**src/rtl/qmd_pkg.sv**
```systemverilog
// ----------------------------------------------------------------------------
// qmd_pkg
// shared types and codes for the queue with middle delete
// ----------------------------------------------------------------------------
package qmd_pkg;

  typedef logic [1:0] op_t;
  typedef logic [1:0] status_t;

  // operation codes carried on the input tuser
  localparam op_t OP_ENQ    = 2'd0;
  localparam op_t OP_DEQ    = 2'd1;
  localparam op_t OP_DELMID = 2'd2;

  // result status codes
  localparam status_t ST_DONE  = 2'd0;
  localparam status_t ST_EMPTY = 2'd1;
  localparam status_t ST_FULL  = 2'd2;

  // payload widths fixed by the item format
  localparam int unsigned WORD_W = 32;

endpackage

```
**src/rtl/queue_with_middle_delete.sv**
```systemverilog
// ----------------------------------------------------------------------------
// queue_with_middle_delete
// fifo of signed words kept as a doubly linked list in a node pool, which
// also tracks its middle entry and can delete it
// ----------------------------------------------------------------------------
// sequencing: a beat is taken only in idle, so one operation runs at a time;
//   refusal or unused op: mid, done; enqueue, dequeue: op, move if needed, mid,
//   done; delete middle: op, move and link unless emptied, mid, done; the steps
//   follow from the single link write port and registered reads of both memories
// reset: synchronous active-low rst_n empties the queue; the pool memories are
//   not cleared, nodes are only read after they have been written
// ----------------------------------------------------------------------------
module queue_with_middle_delete #(
  parameter int CAPACITY   = 16,
  parameter int DATA_WIDTH = 32,
  localparam int CW        = $clog2(CAPACITY + 1),
  localparam int OUT_W     = ((67 + CW + 7) / 8) * 8
) (
  input  logic                clk,
  input  logic                rst_n,
  // input channel
  input  logic                in_tvalid,
  output logic                in_tready,
  input  logic [31:0]         in_tdata,   // value[31:0]
  input  qmd_pkg::op_t        in_tuser,   // op[1:0]
  // result channel
  output logic                out_tvalid,
  input  logic                out_tready,
  output logic [OUT_W-1:0]    out_tdata   // status[1:0], removed_value[33:2],
                                          // middle_valid[34], middle_value[66:35],
                                          // count[66+CW:67], zero pad above
);
  import qmd_pkg::*;

  localparam int IW = (CAPACITY > 1) ? $clog2(CAPACITY) : 1;

  // sequencer states
  localparam logic [2:0] S_IDLE = 3'd0;  // wait for a beat, issue first reads
  localparam logic [2:0] S_OP   = 3'd1;  // main update with node read data
  localparam logic [2:0] S_MOVE = 3'd2;  // second link write / middle step
  localparam logic [2:0] S_LINK = 3'd3;  // third link write on delete middle
  localparam logic [2:0] S_MID  = 3'd4;  // read the middle word
  localparam logic [2:0] S_DONE = 3'd5;  // load the output register

  // node pool memories
  logic [DATA_WIDTH-1:0] data_mem [CAPACITY];
  logic [2*IW-1:0]       link_mem [CAPACITY];  // {prev, next}

  logic [2:0]            state_r, state_nxt;
  logic [IW-1:0]         front_r, front_nxt;
  logic [IW-1:0]         back_r, back_nxt;
  logic [IW-1:0]         mid_r, mid_nxt;
  logic [CW-1:0]         count_r, count_nxt;
  logic [CW-1:0]         fill_r, fill_nxt;       // fresh nodes handed out so far
  logic [IW-1:0]         fhead_r, fhead_nxt;     // head of recycled node chain
  op_t                   op_r, op_nxt;
  logic [DATA_WIDTH-1:0] val_r, val_nxt;
  logic [DATA_WIDTH-1:0] rem_r, rem_nxt;
  status_t               stat_r, stat_nxt;
  logic                  odd_r, odd_nxt;
  logic [IW-1:0]         node_r, node_nxt;       // new node on enqueue
  logic [IW-1:0]         nx_r, nx_nxt;
  logic [IW-1:0]         pv_r, pv_nxt;
  logic                  at_front_r, at_front_nxt;
  logic                  at_back_r, at_back_nxt;
  logic                  out_valid_r, out_valid_nxt;
  logic [OUT_W-1:0]      out_data_r, out_data_nxt;

  // memory ports
  logic [IW-1:0]         dt_raddr, dt_waddr;
  logic                  dt_we;
  logic [DATA_WIDTH-1:0] dt_wdata, dt_rdata;
  logic [IW-1:0]         lk_raddr, lk_waddr;
  logic                  lk_we_next, lk_we_prev;
  logic [IW-1:0]         lk_wnext, lk_wprev;
  logic [2*IW-1:0]       lk_rdata;
  logic [IW-1:0]         rd_next, rd_prev;

  logic                  in_acc;
  logic                  out_free;
  logic                  had_one;
  logic [IW-1:0]         alloc;
  logic [63:0]           in_wide, rem_wide, mid_wide;

  assign in_tready  = (state_r == S_IDLE);
  assign in_acc     = in_tvalid && in_tready;
  assign out_free   = !out_valid_r || out_tready;
  assign out_tvalid = out_valid_r;
  assign out_tdata  = out_data_r;

  assign rd_next = lk_rdata[IW-1:0];
  assign rd_prev = lk_rdata[2*IW-1:IW];
  assign had_one = (count_r == CW'(1));

  // first reads go out with the accepted beat, later ones follow the middle
  assign lk_raddr = (state_r != S_IDLE)  ? mid_r :
                    (in_tuser == OP_ENQ) ? fhead_r :
                    (in_tuser == OP_DEQ) ? front_r : mid_r;
  assign dt_raddr = (state_r == S_IDLE && in_tuser == OP_DEQ) ? front_r : mid_r;

  // fresh nodes first, then recycled ones
  assign alloc = (fill_r < CW'(CAPACITY)) ? fill_r[IW-1:0] : fhead_r;

  always_ff @(posedge clk) begin
    if (dt_we) begin
      data_mem[dt_waddr] <= dt_wdata;
    end
    dt_rdata <= data_mem[dt_raddr];
  end

  always_ff @(posedge clk) begin
    if (lk_we_next) begin
      link_mem[lk_waddr][IW-1:0] <= lk_wnext;
    end
    if (lk_we_prev) begin
      link_mem[lk_waddr][2*IW-1:IW] <= lk_wprev;
    end
    lk_rdata <= link_mem[lk_raddr];
  end

  always_comb begin
    state_nxt     = state_r;
    front_nxt     = front_r;
    back_nxt      = back_r;
    mid_nxt       = mid_r;
    count_nxt     = count_r;
    fill_nxt      = fill_r;
    fhead_nxt     = fhead_r;
    op_nxt        = op_r;
    val_nxt       = val_r;
    rem_nxt       = rem_r;
    stat_nxt      = stat_r;
    odd_nxt       = odd_r;
    node_nxt      = node_r;
    nx_nxt        = nx_r;
    pv_nxt        = pv_r;
    at_front_nxt  = at_front_r;
    at_back_nxt   = at_back_r;
    out_valid_nxt = out_valid_r && !out_tready;
    out_data_nxt  = out_data_r;
    dt_we         = 1'b0;
    dt_waddr      = alloc;
    dt_wdata      = val_r;
    lk_we_next    = 1'b0;
    lk_we_prev    = 1'b0;
    lk_waddr      = alloc;
    lk_wnext      = '0;
    lk_wprev      = back_r;
    in_wide       = 64'(in_tdata);
    rem_wide      = 64'(rem_r);
    mid_wide      = 64'(dt_rdata);

    case (state_r)
      S_IDLE: begin
        if (in_acc) begin
          op_nxt   = in_tuser;
          val_nxt  = in_wide[DATA_WIDTH-1:0];
          rem_nxt  = '0;
          stat_nxt = ST_DONE;
          odd_nxt  = count_r[0];
          state_nxt = S_OP;
          case (in_tuser)
            OP_ENQ: begin
              if (count_r == CW'(CAPACITY)) begin
                stat_nxt  = ST_FULL;
                state_nxt = S_MID;
              end
            end
            OP_DEQ, OP_DELMID: begin
              if (count_r == '0) begin
                stat_nxt  = ST_EMPTY;
                state_nxt = S_MID;
              end
            end
            default: begin
              state_nxt = S_MID;
            end
          endcase
        end
      end

      S_OP: begin
        case (op_r)
          OP_ENQ: begin
            // new node goes in behind the back
            dt_we      = 1'b1;
            lk_we_next = 1'b1;
            lk_we_prev = 1'b1;
            node_nxt   = alloc;
            if (fill_r < CW'(CAPACITY)) begin
              fill_nxt = fill_r + CW'(1);
            end else begin
              fhead_nxt = rd_next;
            end
            if (count_r == '0) begin
              front_nxt = alloc;
              back_nxt  = alloc;
              mid_nxt   = alloc;
              count_nxt = CW'(1);
              state_nxt = S_MID;
            end else begin
              state_nxt = S_MOVE;
            end
          end
          OP_DEQ: begin
            // front node returns to the recycle chain
            rem_nxt    = dt_rdata;
            lk_we_next = 1'b1;
            lk_waddr   = front_r;
            lk_wnext   = fhead_r;
            fhead_nxt  = front_r;
            if (had_one) begin
              front_nxt = '0;
              back_nxt  = '0;
              mid_nxt   = '0;
              count_nxt = '0;
              state_nxt = S_MID;
            end else begin
              front_nxt = rd_next;
              count_nxt = count_r - CW'(1);
              state_nxt = odd_r ? S_MOVE : S_MID;
            end
          end
          default: begin
            // delete middle: unhook the middle node
            rem_nxt      = dt_rdata;
            lk_we_next   = 1'b1;
            lk_waddr     = mid_r;
            lk_wnext     = fhead_r;
            fhead_nxt    = mid_r;
            nx_nxt       = rd_next;
            pv_nxt       = rd_prev;
            at_front_nxt = (mid_r == front_r);
            at_back_nxt  = (mid_r == back_r);
            if (had_one) begin
              front_nxt = '0;
              back_nxt  = '0;
              mid_nxt   = '0;
              count_nxt = '0;
              state_nxt = S_MID;
            end else begin
              if (mid_r == front_r) begin
                front_nxt = rd_next;
              end
              if (mid_r == back_r) begin
                back_nxt = rd_prev;
              end
              mid_nxt   = odd_r ? rd_next : rd_prev;
              count_nxt = count_r - CW'(1);
              state_nxt = S_MOVE;
            end
          end
        endcase
      end

      S_MOVE: begin
        case (op_r)
          OP_ENQ: begin
            // old back points at the new node
            lk_we_next = 1'b1;
            lk_waddr   = back_r;
            lk_wnext   = node_r;
            back_nxt   = node_r;
            count_nxt  = count_r + CW'(1);
            if (odd_r) begin
              mid_nxt = had_one ? node_r : rd_next;
            end
            state_nxt = S_MID;
          end
          OP_DEQ: begin
            mid_nxt   = rd_next;
            state_nxt = S_MID;
          end
          default: begin
            if (!at_back_r) begin
              lk_we_prev = 1'b1;
              lk_waddr   = nx_r;
              lk_wprev   = pv_r;
            end
            state_nxt = S_LINK;
          end
        endcase
      end

      S_LINK: begin
        if (!at_front_r) begin
          lk_we_next = 1'b1;
          lk_waddr   = pv_r;
          lk_wnext   = nx_r;
        end
        state_nxt = S_MID;
      end

      S_MID: begin
        state_nxt = S_DONE;
      end

      S_DONE: begin
        if (out_free) begin
          out_valid_nxt = 1'b1;
          out_data_nxt  = '0;
          out_data_nxt[1:0]   = stat_r;
          out_data_nxt[33:2]  = rem_wide[31:0];
          out_data_nxt[34]    = (count_r != '0);
          out_data_nxt[66:35] = (count_r != '0) ? mid_wide[31:0] : 32'd0;
          out_data_nxt[66+CW:67] = count_r;
          state_nxt = S_IDLE;
        end
      end

      default: begin
        state_nxt = S_IDLE;
      end
    endcase
  end

  always_ff @(posedge clk) begin
    if (!rst_n) begin
      state_r     <= S_IDLE;
      front_r     <= '0;
      back_r      <= '0;
      mid_r       <= '0;
      count_r     <= '0;
      fill_r      <= '0;
      fhead_r     <= '0;
      out_valid_r <= 1'b0;
    end else begin
      state_r     <= state_nxt;
      front_r     <= front_nxt;
      back_r      <= back_nxt;
      mid_r       <= mid_nxt;
      count_r     <= count_nxt;
      fill_r      <= fill_nxt;
      fhead_r     <= fhead_nxt;
      out_valid_r <= out_valid_nxt;
    end
  end

  // payload and scratch registers
  always_ff @(posedge clk) begin
    op_r       <= op_nxt;
    val_r      <= val_nxt;
    rem_r      <= rem_nxt;
    stat_r     <= stat_nxt;
    odd_r      <= odd_nxt;
    node_r     <= node_nxt;
    nx_r       <= nx_nxt;
    pv_r       <= pv_nxt;
    at_front_r <= at_front_nxt;
    at_back_r  <= at_back_nxt;
    out_data_r <= out_data_nxt;
  end

`ifndef ASSERT_OFF
  a_count_range: assert property (@(posedge clk) disable iff (!rst_n)
    (count_r <= CW'(CAPACITY)) && (fill_r <= CW'(CAPACITY)))
    else $error("entry or fill count beyond capacity");

  a_count_le_fill: assert property (@(posedge clk) disable iff (!rst_n)
    count_r <= fill_r)
    else $error("more entries than nodes ever handed out");

  a_accept_busy: assert property (@(posedge clk) disable iff (!rst_n)
    in_acc |=> (state_r != S_IDLE))
    else $error("sequencer stayed idle after taking a beat");

  a_done_loads: assert property (@(posedge clk) disable iff (!rst_n)
    (state_r == S_DONE && out_free) |=> (out_valid_r && state_r == S_IDLE))
    else $error("result not loaded on leaving the done state");

  a_mid_flag: assert property (@(posedge clk) disable iff (!rst_n)
    out_valid_r |-> (out_data_r[34] == (out_data_r[66+CW:67] != '0)))
    else $error("middle flag disagrees with reported count");
`endif

endmodule
```
**config.mk**
```make
export PLATFORM = sky130hd
export DESIGN_NAME = queue_with_middle_delete
export DESIGN_NICKNAME = d
export VERILOG_FILES = /design/src/rtl/qmd_pkg.sv /design/src/rtl/queue_with_middle_delete.sv
export SDC_FILE = /design/constraint.sdc
export NUM_CORES = 1
export LEC_CHECK = 0
export ABC_AREA = 1
export BUFFER_PORTS_ARGS = -buffer_cell sky130_fd_sc_hd__buf_2
export CAP_MARGIN = 30
export CORE_MARGIN = 2
export CORE_UTILIZATION = 35
export DETAILED_ROUTE_END_ITERATION = 7
export GPL_ROUTABILITY_DRIVEN = 0
export GPL_TIMING_DRIVEN = 1
export PLACE_DENSITY_LB_ADDON = 0.1
export SLEW_MARGIN = 20
export SYNTH_ARGS = -nofsm -noshare
export SYNTH_HDL_FRONTEND = slang
export SYNTH_SLANG_ARGS = --single-unit
```
**constraint.sdc**
```tcl
create_clock -name clk -period 12.8 [get_ports clk]
set_input_delay 2.56 -clock clk [delete_from_list [all_inputs] [get_ports clk]]
set_output_delay 2.56 -clock clk [all_outputs]
set_load 0.01 [all_outputs]
```
==> metrics.yaml, run 1 <==
route:
  detail_route.wirelength.met1_mm: 42.0
  drt-initial-drc-count: 1722
  met3_wirelength_mm: 3.77
  wl_mm: 97.0
  maxUsedRoutingLayer: "met4"
  dr_wl_met2_mm: 48.6
  route.detailed.wl_per_inst_um: 20.0
  drc_errors: 0
  antenna_violating_nets_post_route: 0
  drt-vias-per-instance: 4.79
  drt_pre_antenna_iters: 6
  route.vias.total: 23300
critical_path:
  critical_path.endpoint_type: "flop"
  worst_path_largest_cell_delay_ps: 760
  worst_ep_arrival_time_ps: 6000
  timing.critical_path.slowest_stage_cell: "buf_4"
  cp.required_ps: 13340
  worstSetupStartpointType: "input port"
  critical_path_class: "input port to flop"
  crit_chain: "buf_2 -> inv_1 -> ha_1 -> nand3_2 -> nand2_2 -> nand2_8 -> inv_6 -> buf_4 -> nand2_1 -> nand3_1 -> nand3_1 -> nand3_1 -> nand2_1"
  worst-path-max-fanout: 128
  cpMostUsedCell: "nand3_1"
timing:
  max_slew_margin_pct: 31.5
  timing.final.max_slew_violations: 0
  grt_setup_unrepaired: "false"
  worst-slew-pin-transition_ps: 1030
  setup-tns-final_ps: 0
  hold_viol: 0
  fin_worst_skew_ps: 22.7
  min_period_ps: 5460
  setup_viol_count_final: 0
  achievable-frequency_mhz: 183
  layout_worst_path_cycle_share_pct: 42.6
synthesis:
  post_synthesis_cell_area_mm2: 0.0364
  yosys_register_bits: 865
  ys_warn_count: 0
  postSynthAreaPerCell_um2: 11.0
  mappedNetlistNets: 3349
  synth.yosys.seq_area_share_pct: 69.5
  yosys.cell_types.count: 38
  syn_inst: 3303
die:
  num_io_pins: 112
  effective_utilization_at_floorplan_pct: 35.2
  dieArea_mm2: 0.106
  rows: 118
  core_area_mm2: 0.103
  die_width_um: 326
  chipHeight_um: 326
min_path:
  hold_class: "flop to flop"
clock_tree:
  cts-root-to-sink-buffers: 3
  numClockSinks: 865
  clkLatencyLatePin_ps: 660
  tritoncts: "built"
  path_clk_slew_ps: 60
  cts-buffers-inserted: 97
  ctsResizeCount: 0
  cts.root.buffer_cell: "clkbuf_16"
  htree_levels: 3
  post_cts.repair.setup_buffers: 0
  cts.hold.buffers_added: 0
global_route:
  grt-ovfl-total: 0
  globalRouteTotalUtil_pct: 18.3
  grt_start_max_net_pins: 195
  first_pass_grt_wire_length_mm: 146
  first_global_vias: 23400
  number_of_antenna_violations_at_the_first_check_in_global_routing: 2
cells_and_area:
  n_fill_cell: 9882
  final_layout_size_suffix_gt1_share_pct: 11.0
  syn_to_final_growth_pct: 15.0
  final-instance-count-excl-fill: 4863
  footprint_of_the_flip_flops_and_latches_mm2: 0.0253
  multiInputGateArea_mm2: 0.00855
  fin_area_mm2: 0.0418
  final_net_count: 3443
power_and_ir_drop:
  power_leakage_nw: 16.9
  peakVddDrop_uv: 228
  design_power_total_mw: 9.91
  power_density_mw_per_mm2: 237
run_status:
  outcome: "finished clean"
placement:
  dpl_cell_area_mm2: 0.0384
  dp.final_hpwl_mm: 53.0
  placedCellCount: 4676
  port-buffer-count: 111
flow_run:
  max_cap_violations: 0
## report_power, final
group	internal [mW]	switching, mW	leakage, nW
clock	1.75	1.13	1.64
sequential	3.53	0.271	7.76
combinational	0.908	2.31	7.46
## layer usage
metal  GRT usage [%]  vias to the layer above
met4            6.25                        0
met3            2.44                      144
li1                -                    11300
met5               0                        -
met2            32.1                      469
met1            23.1                    11400
## flip-flops by register name, summed over array words and instances (netlist names), 5 cells and up
signal	cells
fill_r	5
out_tdata	72
dt_rdata	32
lk_rdata	8
data_mem	512
dt_wdata	32
rem_r	32
link_mem	128
count_r	5
## synthesized netlist by cell type
cell type  instances  area (um^2)
buf_4             15          113
nand4_1            6         37.5
o21ai_2            2         17.5
mux2i_1            1         10.0
inv_2             12         45.0
nor2_4             4         45.0
nor3_1             5         25.0
a31oi_1            1         6.26
nor2_2             7         43.8
nand3b_1          85          638
xor2_1             2         17.5
ha_1               8          100
buf_2            118          591
o211ai_1          66          495
a211oi_1           1         7.51
buf_6              3         33.8
nor2_1           131          492
nand2_2           11         68.8
nand3_1          520         2600
a41oi_1            3         26.3
clkbuf_1          20         75.1
nor3_2             2         20.0
buf_1              7         26.3
or2_2              2         12.5
xnor2_1            9         78.8
nand2_1          797         2990
a21oi_1           33          165
o21ai_1            3         15.0
edfxtp_1         795        23900
a21oi_2            2         17.5
nand3_2            5         50.1
inv_1            499         1870
a31oi_4            2         42.5
a32oi_1            4         35.0
o21ai_0           47          235
dfxtp_1           70         1400
o22ai_1            4         25.0
and3_1             1         6.26
## worst paths after layout
kind,slack [ps],depth (start not counted),startpoint,endpoint
setup / recovery,7340,13,in_tuser[1],dt_rdata[10]$_DFF_P_
hold / removal,410,0,rem_r[30]$_SDFFCE_PN0P_,out_tdata[32]$_DFFE_PP_
setup reg to reg,9240,6,op_r[1]$_DFFE_PP_,data_mem[11][20]$_DFFE_PP_
hold reg to reg,410,0,rem_r[30]$_SDFFCE_PN0P_,out_tdata[32]$_DFFE_PP_
## worst max-delay path, delay by kind of cell
kind | cells | cell delay [ps]
buf+inv | 4 | 1700
simple gates | 8 | 1190
fa+ha+maj | 1 | 340
## logic make-up (layout without fill, tap and decap cells)
kind of cell | count (synthesis) | count (layout) | synth area share (%)
simple gates | 1576 | 1576 | 19.3
flops | 865 | 865 | 69.5
buf+inv | 674 | 852 | 7.58
compound gates | 168 | 168 | 2.99
xor+xnor | 11 | 11 | 0.265
fa+ha+maj | 8 | 8 | 0.275
mux | 1 | 1 | 0.0275
other cells | 0 | 2 | 0
## layout by cell type (no fill, tap or decap), types with 8 or more instances in the layout
cell	synthesis	layout
nand3_1	520	520
nor2_1	131	114
o211ai_1	66	66
buf_2	118	111
o21ai_0	47	46
clkinv_2	0	16
buf_4	15	42
a21oi_1	33	32
xnor2_1	9	9
dfxtp_1	70	70
nand2_1	797	793
inv_2	12	10
nor2_4	4	21
ha_1	8	8
nand2_2	11	12
clkbuf_16	0	99
clkinv_1	0	12
clkbuf_8	0	18
edfxtp_1	795	795
inv_1	499	498
nand3b_1	85	85
clkbuf_1	20	21
bufinv_16	0	11
## layout make-up
| cell class | instances | area share (%) |
|---|---|---|
| diodes | 2 | 0.0120 |
| clock buffers | 138 | 6.71 |
| clock inverters | 45 | 1.27 |
| inverters | 511 | 4.61 |
| multi-input cells | 1764 | 20.5 |
| flip-flops and latches | 865 | 60.5 |
| well taps | 1380 | 4.13 |
| repair buffers | 158 | 2.36 |
## stage by stage
step,hold WS (ps),util [%],setup slack [ps]
2_1_floorplan,400,-,6150
3_3_place_gp,403,37.1,6770
3_5_place_dp,405,37.2,6690
4_1_cts,411,40.4,7400
5_1_grt,423,40.4,7060
6_report,413,40.5,7340
Note: power is estimated with default switching activity, not from simulation.
==> run 2, diff against run 1 <==
Clock period 12.8 ns to 5.1 ns, I/O delays scaled along.
==> run 2 against run 1 <==
Against the previous run:
- combinational power increased to 2.5 times the previous value
- cell area about the same
- first-iteration DRC count increased by 2.1%
- sequential cell count unchanged
==> metrics.yaml, run 2 (same netlist as run 1, synthesis figures left out) <==
clock_tree:
  ctsResizeCount: 0  # unchanged
  cts-root-to-sink-buffers: 3  # unchanged
  cts-buffers-inserted: 97  # unchanged
  numClockSinks: 865  # unchanged
  cts.hold.buffers_added: 0  # unchanged
  path_clk_slew_ps: 60  # about the same
  clkLatencyLatePin_ps: 660  # about the same
  tritoncts: "built"
  cts.root.buffer_cell: "clkbuf_16"
  post_cts.repair.setup_buffers: 0  # unchanged
  htree_levels: 3  # unchanged
cells_and_area:
  largest_register_ffs: 512  # unchanged
  layout.cells.most_common_list: "edfxtp_1 (795), nand2_1 (793), nand3_1 (520)"
  syn_to_final_growth_pct: 15.0  # about the same
  antennaDiodeCount: 0  # -2
  final-instance-count-excl-fill: 4872  # +0.19%
  top_reg_by_flops: "data_mem"
  final_layout_size_suffix_gt1_share_pct: 11.3  # +0.34 points
  mostFrequentLayoutCell: "edfxtp_1"
  final_net_count: 3455  # +0.35%
die:
  die_width_um: 326  # unchanged
  core_area_mm2: 0.103  # unchanged
  rows: 118  # unchanged
  effective_utilization_at_floorplan_pct: 35.2  # unchanged
  chipHeight_um: 326  # unchanged
  dieArea_mm2: 0.106  # unchanged
  num_io_pins: 112  # unchanged
critical_path:
  worstSetupStartpointType: "flop"
  worst_path_largest_cell_delay_ps: 700  # -60 ps
  regToRegStartpoint: "op_r[1]$_DFFE_PP_"
  crit_chain: "nor2_4 -> buf_4 -> inv_2 -> nor2_4 -> buf_4 -> nand3_1 -> nor2_4 -> buf_4"
  critical_path_class: "flop to flop"
  worst-path-max-fanout: 25  # -80%
  worst_ep_arrival_time_ps: 3740  # -2260 ps
  cp.required_ps: 5440  # -7900 ps
  timing.reg2reg.worst_path_depth: 8  # +2
  critical_path.endpoint_type: "flop"
  timing.critical_path.slowest_stage_cell: "nor2_4"
  r2r_setup_slack_ps: 1700  # -7540 ps
  timing.rr.end: "data_mem[10][7]$_DFFE_PP_"
timing:
  max_slew_margin_pct: 33.6  # +2.0 points
  grt_setup_unrepaired: "false"
  fin_worst_skew_ps: 17.6  # -5.02 ps
  hold_viol: 0  # unchanged
  setup_viol_count_final: 0  # unchanged
  min_period_ps: 3400
  timing.final.max_slew_violations: 0  # unchanged
  layout_worst_path_cycle_share_pct: 66.7
  achievable-frequency_mhz: 294
  worst-slew-pin-transition_ps: 996  # -30.6 ps
  setup-tns-final_ps: 0  # unchanged
global_route:
  grt-ovfl-total: 0  # unchanged
  grt_start_max_net_pins: 193  # -1.0%
  first_pass_grt_wire_length_mm: 148  # +1.2%
  globalRouteTotalUtil_pct: 18.5  # +0.24 points
  number_of_antenna_violations_at_the_first_check_in_global_routing: 5  # +3
  first_global_vias: 23100  # -0.98%
route:
  route.detailed.wl_per_inst_um: 20.3  # +1.6%
  route.vias.total: 23400  # +0.41%
  drt-initial-drc-count: 1758  # +2.1%
  drt_pre_antenna_iters: 5  # -1
  wl_mm: 98.8  # +1.8%
  drt-vias-per-instance: 4.81  # +0.22%
  antenna_violating_nets_post_route: 0  # unchanged
  drc_errors: 0  # unchanged
power_and_ir_drop:
  power_leakage_nw: 16.9  # about the same
  power_density_mw_per_mm2: 589  # +150%
  peakVddDrop_uv: 486  # +110%
min_path:
  min_from: "rem_r[30]$_SDFFCE_PN0P_"
  hold_class: "flop to flop"
  min_delay_path_depth: 0  # unchanged
  worstHoldEndpoint: "out_tdata[32]$_DFFE_PP_"
run_status:
  outcome: "finished clean"
placement:
  port-buffer-count: 111  # unchanged
  dp.final_hpwl_mm: 56.1  # +5.7%
  placedCellCount: 4690  # +0.30%
flow_run:
  max_cap_violations: 0  # unchanged
==> run 2: cell count changes in the layout (fill, tap and decap cells not counted), sizes merged <==
cell | previous run | this run
clkbuf | 138 | 126
clkinv | 28 | 36
buf | 158 | 170
clkinvlp | 2 | 6
diode | 2 | 0
inv | 515 | 516
bufinv | 11 | 9
==> run 2: worst max-delay path by stage <==
stage                            start  cells after the start                        end
2_1_floorplan               out_tready                      2     out_tdata[0]$_DFFE_PP_
3_3_place_gp               in_tuser[1]                     14        dt_rdata[0]$_DFF_P_
3_5_place_dp               in_tuser[1]                     14       dt_rdata[29]$_DFF_P_
4_1_cts        state_r[1]$_SDFFE_PN0P_                      9   link_mem[8][5]$_DFFE_PP_
5_1_grt        state_r[1]$_SDFFE_PN0P_                      9   link_mem[8][7]$_DFFE_PP_
6_report             op_r[1]$_DFFE_PP_                      8  data_mem[10][7]$_DFFE_PP_
==> run 2: area by class of cell <==
class	instances	area, um^2
inverter	511	1930
clock buffer	126	2640
tap	1380	1730
fill	9939	61500
sequential	865	25300
timing repair buffer	170	1170
multi-input combinational	1764	8540
clock inverter	56	548
==> run 2: routing by layer <==
metal / wire (um) / vias to the layer above / GRT usage (%) / part of all wire, %
li1: - / 11300 / - / -
met1: 43700 / 11500 / 24.2 / 44
met2: 48400 / 513 / 31.7 / 49
met3: 3980 / 157 / 2.59 / 4.0
met4: 2610 / 6 / 5.97 / 2.6
met5: 47 / - / 0 / 0.048
==> run 2: critical path: cells and delay by family, from the launching register on <==
family	cells	cell delay, ps
and+or+nand+nor	4	1350
buffers and inverters	4	1110
DFF	1	590
==> run 2: report_power, final <==
group,internal (mW),switching [mW]
Sequential,8.87,0.692
Combinational,2.30,5.81
Clock,4.11,2.87
Total,15.3,9.38
==> run 2: metrics by stage <==
step / hold slack (ps) / util [%] / setup WS (ps) / total power, mW / area, um^2
final: 416 / 40.5 / 1700 / 24.6 / 41800
after global routing: 422 / 40.5 / 1450 / 26.2 / 41800
after CTS: 418 / 40.5 / 1610 / 25.0 / 41800
after detailed placement: 405 / 37.4 / 1350 / 17.9 / 38600
after global placement: 404 / 37.3 / 1360 / 17.8 / 38500
after floorplan: 400 / - / 1610 / 15.1 / 36400
